==> src/rtl/bdpe_pkg.sv <==
// shared types, result codes and constants of the byte difference patch encoder
package bdpe_pkg;

    localparam int BLOCK_BYTES_DEF = 255;
    localparam int QUEUE_DEPTH_DEF = 4;

    localparam logic [1:0] KIND_DATA   = 2'd0;
    localparam logic [1:0] KIND_HEADER = 2'd1;
    localparam logic [1:0] KIND_END    = 2'd2;

    typedef struct packed {
        logic [1:0]  kind;
        logic [31:0] run_offset;
        logic [7:0]  run_length;
        logic [7:0]  data_byte;
        logic        identical;
    } rec_t;

    // up to three results of one input item, packed from slot 0 upward
    typedef struct packed {
        rec_t [2:0] slot;
        logic [1:0] last_idx;
    } plan_t;

    typedef struct packed {
        logic full;
        logic empty;
    } q_stat_t;

    function automatic rec_t make_rec(
        input logic [1:0]  kind,
        input logic [31:0] off,
        input logic [7:0]  len,
        input logic [7:0]  data,
        input logic        ident
    );
        rec_t r;
        r.kind       = kind;
        r.run_offset = off;
        r.run_length = len;
        r.data_byte  = data;
        r.identical  = ident;
        return r;
    endfunction

endpackage

==> src/rtl/bdpe_front.sv <==
// front part: takes input beats, tracks run state and plans the results of each beat
module bdpe_front #(
    parameter int BLOCK_BYTES = bdpe_pkg::BLOCK_BYTES_DEF
) (
    input  logic             aclk,
    input  logic             aresetn,
    input  logic             s_valid,
    output logic             s_ready,
    input  logic [7:0]       s_orig_byte,
    input  logic [7:0]       s_mod_byte,
    input  logic             s_orig_present,
    input  logic             s_final_position,
    input  bdpe_pkg::q_stat_t q_stat,
    output logic             push,
    output bdpe_pkg::plan_t  push_plan
);
    import bdpe_pkg::*;

    logic [31:0] position_reg, position_next;
    logic [7:0]  block_fill_reg, block_fill_next;
    logic        run_open_reg, run_open_next;
    logic [31:0] run_start_reg, run_start_next;
    logic [7:0]  run_count_reg, run_count_next;
    logic        any_change_reg, any_change_next;
    logic        in_tail_reg, in_tail_next;

    logic        accept;
    logic        tail_start;
    logic        open1;
    logic [7:0]  count1;
    logic [7:0]  fill1;
    logic        differ;
    logic        open2;
    logic [7:0]  count2;
    logic [31:0] start2;
    logic        any2;
    logic [8:0]  fill_inc;
    logic        av, bv, cv;
    rec_t        rec_a, rec_b, rec_c;
    logic [1:0]  n_res;

    assign s_ready = !q_stat.full;
    assign accept  = s_valid && s_ready;

    always_comb begin
        // tail begins: close any run and restart block counting
        tail_start = !s_orig_present && !in_tail_reg;
        av         = tail_start && run_open_reg;
        rec_a      = make_rec(KIND_HEADER, run_start_reg, run_count_reg, 8'd0, 1'b0);
        open1      = tail_start ? 1'b0 : run_open_reg;
        count1     = tail_start ? 8'd0 : run_count_reg;
        fill1      = tail_start ? 8'd0 : block_fill_reg;

        in_tail_next = in_tail_reg || !s_orig_present;
        differ       = in_tail_next || (s_orig_byte != s_mod_byte);

        if (differ) begin
            start2 = open1 ? run_start_reg : position_reg;
            count2 = (open1 ? count1 : 8'd0) + 8'd1;
            open2  = 1'b1;
            bv     = 1'b1;
            rec_b  = make_rec(KIND_DATA, 32'd0, 8'd0, s_mod_byte, 1'b0);
            any2   = 1'b1;
        end else begin
            start2 = run_start_reg;
            count2 = 8'd0;
            open2  = 1'b0;
            bv     = open1;
            rec_b  = make_rec(KIND_HEADER, run_start_reg, count1, 8'd0, 1'b0);
            any2   = any_change_reg;
        end

        fill_inc = {1'b0, fill1} + 9'd1;

        position_next   = position_reg + 32'd1;
        block_fill_next = fill_inc[7:0];
        run_open_next   = open2;
        run_start_next  = start2;
        run_count_next  = count2;
        any_change_next = any2;
        cv              = 1'b0;
        rec_c           = make_rec(KIND_END, 32'd0, 8'd0, 8'd0, 1'b0);

        if (s_final_position) begin
            // end beat carries the open run, then everything starts over
            cv    = 1'b1;
            rec_c = make_rec(KIND_END, open2 ? start2 : 32'd0, open2 ? count2 : 8'd0,
                             8'd0, !any2);
            position_next   = 32'd0;
            block_fill_next = 8'd0;
            run_open_next   = 1'b0;
            run_start_next  = 32'd0;
            run_count_next  = 8'd0;
            any_change_next = 1'b0;
            in_tail_next    = 1'b0;
        end else if (fill_inc >= 9'(BLOCK_BYTES)) begin
            cv              = open2;
            rec_c           = make_rec(KIND_HEADER, start2, count2, 8'd0, 1'b0);
            run_open_next   = 1'b0;
            run_count_next  = 8'd0;
            block_fill_next = 8'd0;
        end

        n_res = {1'b0, av} + {1'b0, bv} + {1'b0, cv};

        // pack the present results from slot 0 upward
        push_plan.slot[0]  = av ? rec_a : (bv ? rec_b : rec_c);
        push_plan.slot[1]  = (av && bv) ? rec_b : rec_c;
        push_plan.slot[2]  = rec_c;
        push_plan.last_idx = n_res - 2'd1;

        push = accept && (n_res != 2'd0);
    end

    always_ff @(posedge aclk) begin
        if (!aresetn) begin
            position_reg   <= 32'd0;
            block_fill_reg <= 8'd0;
            run_open_reg   <= 1'b0;
            run_start_reg  <= 32'd0;
            run_count_reg  <= 8'd0;
            any_change_reg <= 1'b0;
            in_tail_reg    <= 1'b0;
        end else if (accept) begin
            position_reg   <= position_next;
            block_fill_reg <= block_fill_next;
            run_open_reg   <= run_open_next;
            run_start_reg  <= run_start_next;
            run_count_reg  <= run_count_next;
            any_change_reg <= any_change_next;
            in_tail_reg    <= in_tail_next;
        end
    end

endmodule

==> src/rtl/bdpe_queue.sv <==
// short queue of result plans between the front and back parts
module bdpe_queue #(
    parameter int DEPTH = bdpe_pkg::QUEUE_DEPTH_DEF
) (
    input  logic              aclk,
    input  logic              aresetn,
    input  logic              push,
    input  bdpe_pkg::plan_t   push_plan,
    input  logic              pop,
    output bdpe_pkg::plan_t   head_plan,
    output bdpe_pkg::q_stat_t q_stat
);
    import bdpe_pkg::*;

    localparam int PW = (DEPTH > 1) ? $clog2(DEPTH) : 1;
    localparam int CW = $clog2(DEPTH + 1);

    plan_t           entry_reg [DEPTH];
    logic [PW-1:0]   wr_ptr_reg, wr_ptr_next;
    logic [PW-1:0]   rd_ptr_reg, rd_ptr_next;
    logic [CW-1:0]   count_reg, count_next;
    logic            do_push, do_pop;

    assign q_stat.full  = (count_reg == CW'(DEPTH));
    assign q_stat.empty = (count_reg == '0);
    assign do_push      = push && !q_stat.full;
    assign do_pop       = pop && !q_stat.empty;
    assign head_plan    = entry_reg[rd_ptr_reg];

    always_comb begin
        wr_ptr_next = wr_ptr_reg;
        rd_ptr_next = rd_ptr_reg;
        count_next  = count_reg;
        if (do_push) begin
            wr_ptr_next = (wr_ptr_reg == PW'(DEPTH - 1)) ? '0 : wr_ptr_reg + PW'(1);
        end
        if (do_pop) begin
            rd_ptr_next = (rd_ptr_reg == PW'(DEPTH - 1)) ? '0 : rd_ptr_reg + PW'(1);
        end
        if (do_push && !do_pop) begin
            count_next = count_reg + CW'(1);
        end else if (do_pop && !do_push) begin
            count_next = count_reg - CW'(1);
        end
    end

    always_ff @(posedge aclk) begin
        if (!aresetn) begin
            wr_ptr_reg <= '0;
            rd_ptr_reg <= '0;
            count_reg  <= '0;
        end else begin
            wr_ptr_reg <= wr_ptr_next;
            rd_ptr_reg <= rd_ptr_next;
            count_reg  <= count_next;
        end
    end

    always_ff @(posedge aclk) begin
        if (do_push) begin
            entry_reg[wr_ptr_reg] <= push_plan;
        end
    end

endmodule

==> src/rtl/bdpe_back.sv <==
// back part: walks the planned results of each beat into the output register
module bdpe_back (
    input  logic              aclk,
    input  logic              aresetn,
    input  bdpe_pkg::plan_t   head_plan,
    input  bdpe_pkg::q_stat_t q_stat,
    output logic              pop,
    output logic              m_valid,
    input  logic              m_ready,
    output logic [1:0]        m_kind,
    output logic [31:0]       m_run_offset,
    output logic [7:0]        m_run_length,
    output logic [7:0]        m_data_byte,
    output logic              m_identical,
    output logic              m_last_of_item
);
    import bdpe_pkg::*;

    logic [1:0] idx_reg, idx_next;
    logic       valid_reg, valid_next;
    rec_t       rec_reg;
    logic       last_reg;
    logic       load;
    logic       at_last;

    assign load    = !q_stat.empty && (!valid_reg || m_ready);
    assign at_last = (idx_reg == head_plan.last_idx);
    assign pop     = load && at_last;

    always_comb begin
        idx_next   = idx_reg;
        valid_next = valid_reg;
        if (load) begin
            valid_next = 1'b1;
            idx_next   = at_last ? 2'd0 : idx_reg + 2'd1;
        end else if (m_ready) begin
            valid_next = 1'b0;
        end
    end

    always_ff @(posedge aclk) begin
        if (!aresetn) begin
            idx_reg   <= 2'd0;
            valid_reg <= 1'b0;
        end else begin
            idx_reg   <= idx_next;
            valid_reg <= valid_next;
        end
    end

    always_ff @(posedge aclk) begin
        if (load) begin
            rec_reg  <= head_plan.slot[idx_reg];
            last_reg <= at_last;
        end
    end

    assign m_valid        = valid_reg;
    assign m_kind         = rec_reg.kind;
    assign m_run_offset   = rec_reg.run_offset;
    assign m_run_length   = rec_reg.run_length;
    assign m_data_byte    = rec_reg.data_byte;
    assign m_identical    = rec_reg.identical;
    assign m_last_of_item = last_reg;

endmodule

==> src/rtl/byte_diff_patch_encoder_core.sv <==
// top level of the byte difference patch encoder
//
// one input beat per file position: original byte, modified byte, a flag that
// the original still has a byte there and a mark on the last position. each
// beat gives zero to three result beats on the m_ channel: changed data bytes,
// run headers (32-bit offset and length) and one end beat per file pair whose
// identical flag is set when nothing differed. m_last_of_item marks the last
// result of an input beat.
// the front part takes one input beat per cycle while the queue has room and
// plans its results into a short queue; the back part sends one result per
// cycle from a registered output while m_ready is high. a beat's results go
// through the queue, then the output register, one after another, and the
// input keeps flowing until the queue (QUEUE_DEPTH planned beats) fills. when
// the receiver stalls, results wait in the output register and queue and
// s_ready drops only once the queue is full. reset clears the run state, the
// queue and m_valid; the next beat starts a new pair at offset 0.
module byte_diff_patch_encoder_core #(
    parameter int BLOCK_BYTES = bdpe_pkg::BLOCK_BYTES_DEF,
    parameter int QUEUE_DEPTH = bdpe_pkg::QUEUE_DEPTH_DEF
) (
    input  logic        aclk,
    input  logic        aresetn,
    input  logic        s_valid,
    output logic        s_ready,
    input  logic [7:0]  s_orig_byte,
    input  logic [7:0]  s_mod_byte,
    input  logic        s_orig_present,
    input  logic        s_final_position,
    output logic        m_valid,
    input  logic        m_ready,
    output logic [1:0]  m_kind,
    output logic [31:0] m_run_offset,
    output logic [7:0]  m_run_length,
    output logic [7:0]  m_data_byte,
    output logic        m_identical,
    output logic        m_last_of_item
);
    import bdpe_pkg::*;

    logic    push;
    plan_t   push_plan;
    logic    pop;
    plan_t   head_plan;
    q_stat_t q_stat;

    bdpe_front #(
        .BLOCK_BYTES(BLOCK_BYTES)
    ) u_front (
        .aclk            (aclk),
        .aresetn         (aresetn),
        .s_valid         (s_valid),
        .s_ready         (s_ready),
        .s_orig_byte     (s_orig_byte),
        .s_mod_byte      (s_mod_byte),
        .s_orig_present  (s_orig_present),
        .s_final_position(s_final_position),
        .q_stat          (q_stat),
        .push            (push),
        .push_plan       (push_plan)
    );

    bdpe_queue #(
        .DEPTH(QUEUE_DEPTH)
    ) u_queue (
        .aclk     (aclk),
        .aresetn  (aresetn),
        .push     (push),
        .push_plan(push_plan),
        .pop      (pop),
        .head_plan(head_plan),
        .q_stat   (q_stat)
    );

    bdpe_back u_back (
        .aclk          (aclk),
        .aresetn       (aresetn),
        .head_plan     (head_plan),
        .q_stat        (q_stat),
        .pop           (pop),
        .m_valid       (m_valid),
        .m_ready       (m_ready),
        .m_kind        (m_kind),
        .m_run_offset  (m_run_offset),
        .m_run_length  (m_run_length),
        .m_data_byte   (m_data_byte),
        .m_identical   (m_identical),
        .m_last_of_item(m_last_of_item)
    );

    // a planned beat is never dropped on a full queue
    a_no_push_full: assert property (@(posedge aclk) disable iff (!aresetn)
        push |-> !q_stat.full)
        else $error("plan pushed into a full queue");

    // the end beat always closes its input beat
    a_end_is_last: assert property (@(posedge aclk) disable iff (!aresetn)
        (m_valid && m_kind == KIND_END) |-> m_last_of_item)
        else $error("end beat not marked last");

    // identical is only ever raised on an end beat
    a_ident_on_end: assert property (@(posedge aclk) disable iff (!aresetn)
        (m_valid && m_identical) |-> (m_kind == KIND_END))
        else $error("identical flag outside an end beat");

    // a data beat never reports a run length
    a_data_no_len: assert property (@(posedge aclk) disable iff (!aresetn)
        (m_valid && m_kind == KIND_DATA) |-> (m_run_length == 8'd0))
        else $error("data beat with a run length");

endmodule
==> config.mk <==
export PLATFORM = sky130hd
export DESIGN_NAME = byte_diff_patch_encoder_core
export DESIGN_NICKNAME = d
export VERILOG_FILES = /design/src/rtl/bdpe_pkg.sv /design/src/rtl/bdpe_front.sv /design/src/rtl/bdpe_queue.sv /design/src/rtl/bdpe_back.sv /design/src/rtl/byte_diff_patch_encoder_core.sv
export SDC_FILE = /design/constraint.sdc
export NUM_CORES = 1
export LEC_CHECK = 0
export BUFFER_PORTS_ARGS = -buffer_cell sky130_fd_sc_hd__buf_2
export CORE_MARGIN = 2
export CORE_UTILIZATION = 60
export CTS_BUF_LIST = sky130_fd_sc_hd__clkbuf_8
export CTS_CLUSTER_SIZE = 8
export DETAILED_ROUTE_END_ITERATION = 10
export GPL_TIMING_DRIVEN = 1
export MAX_ROUTING_LAYER = met4
export PLACE_DENSITY = 0.77
export SYNTH_ARGS = -nofsm -noshare
export SYNTH_HDL_FRONTEND = slang
export SYNTH_HIERARCHICAL = 1
export SYNTH_SLANG_ARGS = --single-unit
==> constraint.sdc <==
create_clock -name aclk -period 10.5 [get_ports aclk]
set_input_delay 2.625 -clock aclk [delete_from_list [all_inputs] [get_ports aclk]]
set_output_delay 2.625 -clock aclk [all_outputs]
set_load 0.005 [all_outputs]
==> out/results.tsv <==
metric	value	unit
async_reset_ff_share	0	%
yosysMostFrequentCell	edfxtp_1	
stdcell_count	2622	
grt_overflow	0	
rsz0062_at_grt	no	
postCtsSetupRepairBufs	0	
drc	0	
cts_resized	0	
critPathCaptureType	register	
clk_pin_slew_worst_paths	0.06	ns
dp_hpwl	33.1	mm
grt_antenna_before_repair	2	
viasPerCell	6.13	
yosysWarnings	6	
num_vias	16100	
start_util	61.1	%
dieWidth	230	um
cts_buffers	117	
finalPower	0.00735	W
largest_reg_flops	620	
crit_type	in -> reg	
wire_per_inst	23.4	um
fmax	0.128	GHz
ys_seq_area_share	71.8	%
postSynthAreaPerCell	17.7	um2
cap_violations	0	
synth_ff_type	edfxtp_1	
areaGrowthSynthToFinish	9.67	%
critPathRequiredTime	10.82	ns
root_buffer	clkbuf_8	
setup_violations	0	
critPathLaunchType	input pin	
pre_cts_ws	2.18	ns
wirelength	61.3	mm
syn_area	30800	um2
netlist_top_cells_area	edfxtp_1 (66%), mux4_2 (11%), dfxtp_1 (6.2%), mux2i_1 (2.8%), nand2_1 (1.2%)	
cp_max_fo	50	
clockBufferDepth	3	
arrival	8.13	ns
final_util	67.0	%
worstMarginPinSlew	1.07	ns
run_status	completed	
clock_sinks	767	
fin_tns_setup	0	ns
drv_slew	0	
power_density	218	nW/um2
dr.pass1.iters	7	
period_needed	7.81	ns
insertion_delay	0.71	ns
synth_cells	1734	
timing_hold_violations_final	0	
slew_headroom	28.3	%
first_iter_violations	1574	
yosysTopAreaCell	edfxtp_1	
ys_top_cells_by_count	edfxtp_1 (672), mux4_2 (155), nand2_1 (99), dfxtp_1 (95), nor2_1 (90)	
cts_tree	yes	
drive_above_1_share	21.4	%
ys_seq_elements	767	
p_leak	11.7	nW
place_inst	2401	
synth_cell_type_count	59	
grt_max_degree	138	
port-buffer-count	75	
dieArea	53100	um2
hold_path.class	reg -> reg	
vdd_drop_max	0.120	mV
setup_ws	2.69	ns
final.period_utilization	74.4	%
ant_nets	0	
track_usage	24.4	%
rows	82	
fin_worst_skew	0.0343	ns
grt_pass1_vias	16500	
gp_congestion	0.828	
cts-hold-fix-buffers	0	
die_y	230	um
core_region_area	50400	um2
final_nets	1883	
pin_count	76	
synth_top_area_share	65.6	%
grt_pass1_wl	95.3	mm
r2r_slack	4.35	ns
cts_max_level	3	
synth_edf_count	672	
==> per-stage QoR <==
stage,cell area [um2],hold WS [ns]
5_1_grt,33700,0.529
3_3_place_gp,31500,0.479
3_5_place_dp,31500,0.480
2_1_floorplan,30800,0.461
4_1_cts,33700,0.497
6_report,33700,0.498
==> critical path, stage by stage <==
cell and delay [ns]:
buf_2 0.14, nor2_1 0.67, nor2b_1 0.17, ha_1 0.36, o21bai_1 0.20, nand2_1 0.09, o32ai_2 0.28, a21bo_2 0.43
a21oi_1 0.15, fa_1 0.54, ha_1 0.23, nor2_1 0.13, nor2b_1 0.59, and2_4 0.80, buf_4 0.66
==> cells by family (layout without fill, tap and decap cells) <==
logic type,Yosys count,count (layout),synth area share (%)
xor gates and xnor gates,43,43,1.22
muxes,242,242,14.2
other,1,10,0.0122
buffers and inverters,130,337,2.69
and+or+nand+nor,391,391,6.26
AOI/OAI and AO/OA,147,147,3.25
adders and majority gates,13,13,0.578
DFF,767,767,71.8
==> final cells by class <==
| class | count | area [um2] |
|---|---|---|
| tap | 672 | 841 |
| clock inverter | 84 | 357 |
| fill | 3218 | 16600 |
| antenna | 2 | 5.00 |
| sequential | 767 | 22100 |
| multi-input combinational | 844 | 7910 |
| clock buffer | 135 | 1860 |
| timing repair buffer | 100 | 601 |
| inverter | 18 | 67.6 |
==> cell usage in the layout (no fill, tap or decap), types with 3 or more instances in the layout <==
master | netlist | layout
a21boi_0 | 3 | 3
a21oi_1 | 10 | 9
a22o_1 | 35 | 35
and2_1 | 24 | 19
and2_4 | 0 | 4
and3_1 | 25 | 24
and4_1 | 4 | 4
buf_12 | 0 | 3
buf_2 | 27 | 75
buf_4 | 19 | 22
clkbuf_8 | 0 | 135
clkinv_1 | 0 | 6
clkinvlp_4 | 0 | 4
conb_1 | 1 | 8
dfxtp_1 | 95 | 91
dfxtp_4 | 0 | 3
edfxtp_1 | 672 | 672
ha_1 | 11 | 11
inv_1 | 18 | 88
mux2i_1 | 86 | 86
mux4_2 | 155 | 155
nand2_1 | 99 | 99
nand2b_1 | 3 | 3
nand3_1 | 19 | 19
nand4_1 | 11 | 11
nor2_1 | 90 | 89
nor2b_1 | 42 | 42
nor3_1 | 52 | 52
nor3b_1 | 4 | 4
o2111ai_1 | 4 | 4
o21a_1 | 6 | 6
o21ai_0 | 54 | 54
o21ai_1 | 14 | 14
o31ai_1 | 3 | 3
or3_1 | 6 | 6
xnor2_1 | 23 | 23
xor2_1 | 20 | 20
==> worst paths after layout <==
check,startpoint,endpoint,cells past startpoint
worst max-delay path,s_orig_present,u_queue/entry_reg[1][89],15
worst max register to register,u_front/in_tail_reg,u_queue/entry_reg[1][89],14
worst min register to register,u_front/run_count_reg[3],u_front/run_count_reg[3],2
worst min-delay path,u_front/run_count_reg[3],u_front/run_count_reg[3],2
==> metal layers <==
metal	part of all wire, %	GRT usage, %	up-vias
met5	0	-	-
met4	1.6	7.24	0
met3	7.0	3.77	80
met2	49	38.3	694
met1	42	33.6	8271
li1	-	-	7039
==> power by group <==
group          switching [W]  internal, W
Clock                0.00109      0.00117
Combinational       0.000672     0.000513
Sequential          0.000141      0.00376
Total                0.00191      0.00544
No activity file was read; power rests on OpenSTA's default activity.
